$ cat config.mk
export PLATFORM = sky130hd
export DESIGN_NAME = best_fit_block_cache
export DESIGN_NICKNAME = d
export VERILOG_FILES = /design/src/rtl/bfc_pkg.sv /design/src/rtl/bfc_ctrl.sv /design/src/rtl/bfc_dp.sv /design/src/rtl/best_fit_block_cache.sv
export SDC_FILE = /design/constraint.sdc
export NUM_CORES = 2
export LEC_CHECK = 0
export BUFFER_PORTS_ARGS = -buffer_cell sky130_fd_sc_hd__buf_2
export CAP_MARGIN = 10
export CELL_PAD_IN_SITES_DETAIL_PLACEMENT = 2
export CELL_PAD_IN_SITES_GLOBAL_PLACEMENT = 2
export CORE_MARGIN = 2
export CORE_UTILIZATION = 43
export CTS_BUF_LIST = sky130_fd_sc_hd__clkbuf_16
export DETAILED_ROUTE_END_ITERATION = 10
export HOLD_SLACK_MARGIN = 0.06
export PLACE_DENSITY_LB_ADDON = 0.15
export SLEW_MARGIN = 20
export SYNTH_ARGS = -nofsm -noshare
export SYNTH_HDL_FRONTEND = slang
export SYNTH_SLANG_ARGS = --single-unit
export TNS_END_PERCENT = 100
$ cat constraint.sdc
create_clock -name clk_i -period 13.78 [get_ports clk_i]
set_input_delay 2.067 -clock clk_i [delete_from_list [all_inputs] [get_ports clk_i]]
set_output_delay 2.067 -clock clk_i [all_outputs]
set_load 0.05 [all_outputs]
$ cat src/rtl/bfc_pkg.sv
// ----------------------------------------------------------------------------
// bfc_pkg
// Shared types and constants of the best-fit block cache: entry geometry,
// result status codes and the controller/datapath command and status bundles.
// ----------------------------------------------------------------------------
`default_nettype none

package bfc_pkg;

  // Entry geometry
  localparam int unsigned CacheDepth = 8;
  localparam int unsigned IdxW       = $clog2(CacheDepth);
  localparam int unsigned CntW       = 4;
  localparam int unsigned SizeW      = 48;
  localparam int unsigned HandleW    = 64;

  // Operation codes
  localparam logic OpAlloc  = 1'b0;
  localparam logic OpReturn = 1'b1;

  // Result status codes
  typedef enum logic [2:0] {
    StHit    = 3'd0,
    StMiss   = 3'd1,
    StStored = 3'd2,
    StEvict  = 3'd3,
    StNull   = 3'd4
  } status_e;

  // Commands from controller to datapath
  typedef struct packed {
    logic load;    // capture request, restart scan
    logic step;    // advance scan index
    logic commit;  // update entries and result registers
  } dp_cmd_t;

  // Status from datapath to controller
  typedef struct packed {
    logic stop;    // scan has reached its position
  } dp_sts_t;

endpackage

`default_nettype wire

$ cat src/rtl/bfc_ctrl.sv
// ----------------------------------------------------------------------------
// bfc_ctrl
// Controller: accepts a request, steps the datapath scan until the position
// is found, commits the update and strobes the result.
// ----------------------------------------------------------------------------
`default_nettype none

module bfc_ctrl
  import bfc_pkg::*;
(
  input  wire logic    clk_i,
  input  wire logic    rst_ni,
  input  wire logic    start_i,
  input  wire dp_sts_t sts_i,
  output dp_cmd_t      cmd_o,
  output logic         busy_o,
  output logic         done_o
);

  typedef enum logic [1:0] {
    Idle,
    Scan,
    Commit
  } state_e;

  state_e state_q;
  logic   busy_q;
  logic   done_q;
  logic   accept;

  assign accept = start_i && !busy_q;

  // Commands
  always_comb begin
    cmd_o        = '0;
    cmd_o.load   = (state_q == Idle) && accept;
    cmd_o.step   = (state_q == Scan) && !sts_i.stop;
    cmd_o.commit = (state_q == Commit);
  end

  // State and registered outputs
  always_ff @(posedge clk_i or negedge rst_ni) begin
    if (!rst_ni) begin
      state_q <= Idle;
      busy_q  <= 1'b0;
      done_q  <= 1'b0;
    end else begin
      // strobe follows the commit cycle
      done_q <= (state_q == Commit);
      unique case (state_q)
        Idle: begin
          if (accept) begin
            state_q <= Scan;
            busy_q  <= 1'b1;
          end
        end
        Scan: begin
          if (sts_i.stop) begin
            state_q <= Commit;
          end
        end
        Commit: begin
          state_q <= Idle;
          busy_q  <= 1'b0;
        end
        default: begin
          state_q <= Idle;
          busy_q  <= 1'b0;
        end
      endcase
    end
  end

  assign busy_o = busy_q;
  assign done_o = done_q;

endmodule

`default_nettype wire

$ cat src/rtl/bfc_dp.sv
// ----------------------------------------------------------------------------
// bfc_dp
// Datapath: sorted entry registers, the request registers, a one-compare-per-
// cycle scan and the shift/insert/remove update with the result registers.
// ----------------------------------------------------------------------------
`default_nettype none

module bfc_dp
  import bfc_pkg::*;
(
  input  wire logic               clk_i,
  input  wire logic               rst_ni,
  input  wire dp_cmd_t            cmd_i,
  output dp_sts_t                 sts_o,
  input  wire logic               op_i,
  input  wire logic [SizeW-1:0]   block_size_i,
  input  wire logic [HandleW-1:0] block_handle_i,
  output logic [2:0]              status_o,
  output logic [HandleW-1:0]      hit_handle_o,
  output logic [SizeW-1:0]        hit_size_o,
  output logic [HandleW-1:0]      evicted_handle_o,
  output logic [SizeW-1:0]        evicted_size_o,
  output logic [CntW-1:0]         cached_count_o
);

  // Entries, sorted by ascending size
  logic [SizeW-1:0]   size_q   [CacheDepth];
  logic [HandleW-1:0] handle_q [CacheDepth];
  logic [CntW-1:0]    cnt_q;

  // Captured request
  logic               op_q;
  logic [SizeW-1:0]   req_size_q;
  logic [HandleW-1:0] req_handle_q;
  logic [CntW-1:0]    idx_q;

  // Result registers
  status_e            status_q;
  logic [HandleW-1:0] hit_handle_q;
  logic [SizeW-1:0]   hit_size_q;
  logic [HandleW-1:0] ev_handle_q;
  logic [SizeW-1:0]   ev_size_q;

  // Neighbor views for shifting
  logic [SizeW-1:0]   size_up   [CacheDepth];
  logic [HandleW-1:0] handle_up [CacheDepth];
  logic [SizeW-1:0]   size_dn   [CacheDepth];
  logic [HandleW-1:0] handle_dn [CacheDepth];

  logic [SizeW-1:0]   rd_size;
  logic [HandleW-1:0] rd_handle;
  logic               scan_end;
  logic               is_null;
  logic               cmp_stop;
  logic               found;
  logic               full;
  logic               do_remove;
  logic               do_insert;

  for (genvar j = 0; j < CacheDepth; j++) begin : g_nbr
    if (j == CacheDepth - 1) begin : g_top
      assign size_up[j]   = size_q[j];
      assign handle_up[j] = handle_q[j];
    end else begin : g_mid
      assign size_up[j]   = size_q[j+1];
      assign handle_up[j] = handle_q[j+1];
    end
    if (j == 0) begin : g_bot
      assign size_dn[j]   = size_q[j];
      assign handle_dn[j] = handle_q[j];
    end else begin : g_low
      assign size_dn[j]   = size_q[j-1];
      assign handle_dn[j] = handle_q[j-1];
    end
  end

  // Scan read port and stop condition
  assign rd_size   = size_q[idx_q[IdxW-1:0]];
  assign rd_handle = handle_q[idx_q[IdxW-1:0]];
  assign scan_end  = (idx_q == cnt_q);
  assign is_null   = (op_q == OpReturn) && (req_handle_q == '0);
  // allocation stops at the first fit; return stops past equal sizes
  assign cmp_stop  = (op_q == OpReturn) ? (rd_size > req_size_q)
                                        : (rd_size >= req_size_q);
  assign sts_o.stop = scan_end || is_null || cmp_stop;

  // Update decode
  assign found     = !scan_end;
  assign full      = (cnt_q == CntW'(CacheDepth));
  assign do_remove = (op_q == OpAlloc) && found;
  assign do_insert = (op_q == OpReturn) && !is_null && !(full && scan_end);

  // Request capture and scan index
  always_ff @(posedge clk_i) begin
    if (cmd_i.load) begin
      op_q         <= op_i;
      req_size_q   <= block_size_i;
      req_handle_q <= block_handle_i;
    end
  end

  always_ff @(posedge clk_i or negedge rst_ni) begin
    if (!rst_ni) begin
      idx_q <= '0;
    end else if (cmd_i.load) begin
      idx_q <= '0;
    end else if (cmd_i.step) begin
      idx_q <= idx_q + CntW'(1);
    end
  end

  // Entry count
  always_ff @(posedge clk_i or negedge rst_ni) begin
    if (!rst_ni) begin
      cnt_q <= '0;
    end else if (cmd_i.commit) begin
      if (do_remove) begin
        cnt_q <= cnt_q - CntW'(1);
      end else if (do_insert && !full) begin
        cnt_q <= cnt_q + CntW'(1);
      end
    end
  end

  // Entry shift, insert and remove
  always_ff @(posedge clk_i) begin
    if (cmd_i.commit) begin
      for (int unsigned j = 0; j < CacheDepth; j++) begin
        if (do_remove && (CntW'(j) >= idx_q)) begin
          size_q[j]   <= size_up[j];
          handle_q[j] <= handle_up[j];
        end else if (do_insert && (CntW'(j) > idx_q)) begin
          size_q[j]   <= size_dn[j];
          handle_q[j] <= handle_dn[j];
        end else if (do_insert && (CntW'(j) == idx_q)) begin
          size_q[j]   <= req_size_q;
          handle_q[j] <= req_handle_q;
        end
      end
    end
  end

  // Result registers
  always_ff @(posedge clk_i) begin
    if (cmd_i.commit) begin
      if (op_q == OpAlloc) begin
        ev_handle_q <= '0;
        ev_size_q   <= '0;
        if (found) begin
          status_q     <= StHit;
          hit_handle_q <= rd_handle;
          hit_size_q   <= rd_size;
        end else begin
          status_q     <= StMiss;
          hit_handle_q <= '0;
          hit_size_q   <= '0;
        end
      end else begin
        hit_handle_q <= '0;
        hit_size_q   <= '0;
        if (is_null) begin
          status_q    <= StNull;
          ev_handle_q <= '0;
          ev_size_q   <= '0;
        end else if (full) begin
          status_q <= StEvict;
          if (scan_end) begin
            // new block is the largest: evicted at once
            ev_handle_q <= req_handle_q;
            ev_size_q   <= req_size_q;
          end else begin
            ev_handle_q <= handle_q[CacheDepth-1];
            ev_size_q   <= size_q[CacheDepth-1];
          end
        end else begin
          status_q    <= StStored;
          ev_handle_q <= '0;
          ev_size_q   <= '0;
        end
      end
    end
  end

  assign status_o         = status_q;
  assign hit_handle_o     = hit_handle_q;
  assign hit_size_o       = hit_size_q;
  assign evicted_handle_o = ev_handle_q;
  assign evicted_size_o   = ev_size_q;
  assign cached_count_o   = cnt_q;

endmodule

`default_nettype wire

$ cat src/rtl/best_fit_block_cache.sv
// ----------------------------------------------------------------------------
// best_fit_block_cache
// Best-fit cache of freed blocks: allocation requests take the smallest
// cached block that fits, returns are inserted in size order with eviction
// of the largest entry on overflow.
// ----------------------------------------------------------------------------
//
//  channel   | handshake             | payload
//  ----------+-----------------------+---------------------------------------
//  request   | start / busy          | op_i, block_size_i, block_handle_i
//  result    | done_o (1-cycle pulse)| status_o, hit_*_o, evicted_*_o,
//            |                       | cached_count_o
//
//  A request is taken when start is high and busy is low. The scan compares
//  one entry per cycle and passes 0 to 8 entries, then the Commit state updates
//  the entries and the strobe is registered from it. A null return stops the scan
//  at once. One request is in flight at a time; busy drops in the strobe cycle,
//  so the next request may be taken there. Reset empties the cache; no clearing
//  pass. The receiver cannot stall.
// ----------------------------------------------------------------------------
`default_nettype none

module best_fit_block_cache
  import bfc_pkg::*;
(
  input  wire logic               clk_i,
  input  wire logic               rst_ni,
  input  wire logic               start,
  output logic                    busy,
  input  wire logic               op_i,
  input  wire logic [SizeW-1:0]   block_size_i,
  input  wire logic [HandleW-1:0] block_handle_i,
  output logic                    done_o,
  output logic [2:0]              status_o,
  output logic [HandleW-1:0]      hit_handle_o,
  output logic [SizeW-1:0]        hit_size_o,
  output logic [HandleW-1:0]      evicted_handle_o,
  output logic [SizeW-1:0]        evicted_size_o,
  output logic [CntW-1:0]         cached_count_o
);

  dp_cmd_t cmd;
  dp_sts_t sts;

  bfc_ctrl u_ctrl (
    .clk_i  (clk_i),
    .rst_ni (rst_ni),
    .start_i(start),
    .sts_i  (sts),
    .cmd_o  (cmd),
    .busy_o (busy),
    .done_o (done_o)
  );

  bfc_dp u_dp (
    .clk_i           (clk_i),
    .rst_ni          (rst_ni),
    .cmd_i           (cmd),
    .sts_o           (sts),
    .op_i            (op_i),
    .block_size_i    (block_size_i),
    .block_handle_i  (block_handle_i),
    .status_o        (status_o),
    .hit_handle_o    (hit_handle_o),
    .hit_size_o      (hit_size_o),
    .evicted_handle_o(evicted_handle_o),
    .evicted_size_o  (evicted_size_o),
    .cached_count_o  (cached_count_o)
  );

  // Result strobe only after the request has finished
  a_done_idle: assert property (@(posedge clk_i) disable iff (!rst_ni)
    done_o |-> !busy)
    else $error("result strobe while busy");

  // Count never exceeds the capacity
  a_count_cap: assert property (@(posedge clk_i) disable iff (!rst_ni)
    cached_count_o <= CntW'(CacheDepth))
    else $error("entry count above capacity");

  // A cached block never carries the null handle
  a_hit_nonnull: assert property (@(posedge clk_i) disable iff (!rst_ni)
    (done_o && status_o == StHit) |-> (hit_handle_o != '0))
    else $error("hit with null handle");

  a_evict_nonnull: assert property (@(posedge clk_i) disable iff (!rst_ni)
    (done_o && status_o == StEvict) |-> (evicted_handle_o != '0))
    else $error("eviction with null handle");

  // A taken request makes the block busy
  a_take_busy: assert property (@(posedge clk_i) disable iff (!rst_ni)
    (start && !busy) |=> busy)
    else $error("request taken without going busy");

endmodule

`default_nettype wire

==> parameters.txt <==
Parameter                              Value

Status
  Run status    finished clean

Timing
  Slew HR    0.211
  Clock period minus final worst setup slack    7010 ps
  Max-slew violations    0
  Maximum clock skew at final layout    37.0 ps
  Transition at the pin with the smallest max-transition slack    1180 ps
  Period utilisation layout    0.509
  Post-route setup TNS    0 ps
  Upper clock frequency limit    0.143 GHz
  Setup slack after layout    6770 ps
  Hold violation total from the final report    0
  Unrepaired setup endpoints after global routing    no
  Total of endpoints with negative setup slack in the final report    0

Critical path
  Worst setup slack for register-to-register paths    6770 ps
  Worst Setup Start Kind    flop
  Required time at the worst-slack endpoint    14250 ps
  Worst Setup Path Type    flop to flop
  CP Capture Type    flop
  Data arrival time of the critical path    7480 ps
  Number of cell instances on the worst register-to-register path    12
  Biggest fanout along the worst timing path    125

Synth
  EDFF count, synth    1236
  Sequential element share of the synthesized area    0.579
  Count of warnings emitted by yosys    0
  Synthesis-stage register bit count    ~1200
  Number of cells produced by synthesis    5328
  Average size of a mapped cell    12.1 um2
  Most used flip-flop cell after synthesis    edfxtp_1
  Area of the mapped netlist    64600 um2
  Net count after synthesis    5498
  Synth async-reset ratio    0.00962
  Count of distinct cell types in the synthesized netlist    51

CTS
  Clk sink count    1248
  Hold Buf Count CTS    0
  # resized after CTS    0
  H-tree levels    4
  Clk pin slew, worst setup/hold paths    approximately 60 ps
  Buffers from clock root to sink, at most    3
  Count of buffers added by post-CTS timing repair for setup    0
  Worst skew pair latency    800 ps
  Number of buffers created by CTS    roughly 150
  TritonCTS clock tree    done
  Cell at the root of the clock tree    clkbuf_16

Detailed routing
  Violation count after the first detailed-routing iteration    3968
  Wire length reported by the detailed router    236000 um
  Vias    47026
  Drt first pass iters    5
  Routed length per instance    31.2 um
  Post-route DRC violation count    0
  Count of nets left with antenna violations after detail routing    0
  Via/cell ratio    6.22

Job
  Max-cap viol count    0

Global route
  First-pass GRT wire length    348000 um
  Initial antenna violation count    17
  Total congestion overflow    0
  Number of global-route vias before repair    50658
  Global-route usage over all layers    0.307
  Pin count of the biggest net entering global routing    171

Layout
  Area grow syn2layout    12.0%
  Share of the core filled with cells in the final layout    0.484
  Layout cells sized above 1    0.197
  Number of nets in the final layout    ~5600

Floorplan
  Die area    153000 um2
  Initial core utilization    0.432
  Die H    392 um
  Number of cell rows    roughly 140
  CORE AREA    approximately 150000 um2
  Die boundary width    about 390 um
  Top Ports    349

Placement
  Worst slack at placement    between 6000 and 7000 ps
  HPWL after DPL    137000 um
  Weighted congestion reported at the end of routability-driven placement    0.791
  Number of port buffers    348

Pwr
  Power Dens Cells    between 200 and 250 nW/um2
  Lkg Pwr    24.6 nW
  Worst supply voltage drop on vdd    0.000218 V

Min path
  Class of the worst hold path    flop to flop
  Worst hold stages    1
## routing by layer
| layer | GRT usage | part of all wire |
|---|---|---|
| met3 | 0.0429 | 0.057 |
| met1 | 0.420 | 0.43 |
| met4 | 0.101 | 0.031 |
| met2 | 0.506 | 0.48 |
| met5 | 0 | 0.00017 |
## critical path, cell delays in order, from the launching register on
cell and delay [ps]:
edfxtp_1 570, nor4_1 920, nand4_1 480, nor4_2 620, or2_1 550, inv_6 360, nand2_8 760, buf_4 820
nor2_4 40, buf_4 400, buf_4 560, nor2_1 210, a21oi_1 70
## area by class of cell
cell class / instances / area (um2)
Antenna cell: 2 / 5.00
Clock buffer: 153 / 3830
Clock inverter: 118 / 912
Fill cell: 14636 / 77100
Inverter: 62 / 253
Multi-Input combinational cell: 3520 / 24900
Sequential cell: 1248 / 37400
Tap cell: 2016 / 2520
Timing Repair Buffer: 436 / 2540
## final timing paths
check                                                start                                  to
max                        u_dp.req_handle_q[17]$_DFFE_PP_        u_dp.size_q[1][32]$_DFFE_PP_
min                          u_ctrl.state_q[1]$_DFFE_PN0P_           u_ctrl.busy_o$_DFFE_PN0P_
max reg2reg                u_dp.req_handle_q[17]$_DFFE_PP_        u_dp.size_q[1][32]$_DFFE_PP_
min reg2reg                  u_ctrl.state_q[1]$_DFFE_PN0P_           u_ctrl.busy_o$_DFFE_PN0P_
max in group asynchronous                           rst_ni           u_dp.idx_q[0]$_DFFE_PN0P_
min in group asynchronous                           rst_ni  u_dp.cached_count_o[3]$_DFFE_PN0P_
## logic make-up after synthesis
logic type	share of synthesized area
and+or+nand+nor	0.0919
muxes	0.202
AOI/OAI and AO/OA	0.0768
buffers and inverters	0.0386
xor gates and xnor gates	0.000949
DFF	0.579
adders and majority gates	0.0106
## sequential cells by signal, indices dropped and copies added (netlist names), 48 cells and up
register               flops
u_dp.evicted_handle_o     64
u_dp.evicted_size_o       48
u_dp.handle_q            512
u_dp.hit_handle_o         64
u_dp.hit_size_o           48
u_dp.req_handle_q         64
u_dp.req_size_q           48
u_dp.size_q              384
## power by group
| part | internal (mW) | switching, mW | total (mW) |
|---|---|---|---|
| registers | 5.86 | 0.969 | 6.83 |
| logic | 2.08 | 4.24 | 6.31 |
| clock network | 2.25 | 1.68 | 3.93 |
| total | 10.2 | 6.88 | 17.1 |
## synthesized netlist by cell type (3+ instances only)
cell | n | share of area
mux2_2 | 191 | 0.033
ha_1 | 53 | 0.010
nor2_1 | 331 | 0.019
and2b_1 | 3 | 0.00035
nand2_1 | 1099 | 0.064
inv_1 | 60 | 0.0035
nor4_1 | 20 | 0.0019
nor3_1 | 3 | 0.00023
xnor2_1 | 7 | 0.00095
mux2i_1 | 545 | 0.084
nand3_1 | 30 | 0.0023
a22oi_1 | 20 | 0.0023
dfrtp_1 | 12 | 0.0046
buf_1 | 66 | 0.0038
a31oi_1 | 112 | 0.011
o21ai_1 | 184 | 0.014
a21o_1 | 3 | 0.00035
buf_2 | 146 | 0.011
clkbuf_1 | 248 | 0.014
edfxtp_1 | 1236 | 0.57
buf_6 | 17 | 0.0030
o21ai_0 | 161 | 0.012
mux2_1 | 34 | 0.0059
buf_4 | 21 | 0.0024
mux4_2 | 224 | 0.078
a21oi_1 | 453 | 0.035
nand4_1 | 17 | 0.0016
## metrics by stage
step / total power, mW / area, um2 / std cells / hold WS, ps
floorplan: 10.9 / 64600 / 5328 / 480
global placement: 12.9 / 67500 / 7279 / 513
detailed placement: 13.1 / 67600 / 7281 / 549
CTS: 17.1 / 72300 / 7552 / 572
global route: 17.8 / 72300 / 7553 / 610
finish: 17.1 / 72300 / 7555 / 579
## cells in the final DEF, fill, tap and decap left out, drive strengths merged, types with 2 or more instances in the layout
cell type and n:
edfxtp 1236, nand2 1100, mux2i 545, a21oi 453, buf 436, o21ai 345, nor2 333, mux2 225
mux4 224, clkbuf 153, a31oi 112, inv 105, clkinv 60, ha 53, nand3 30, nor4 21
a22oi 20, nand4 17, bufinv 13, dfrtp 12, xnor2 7, nor3 5, a21o 3, and2b 3
diode 2, and4 2, o31ai 2, o211ai 2, a221o 2, clkinvlp 2, nand2b 2
No activity file was read; power rests on OpenSTA's default activity.
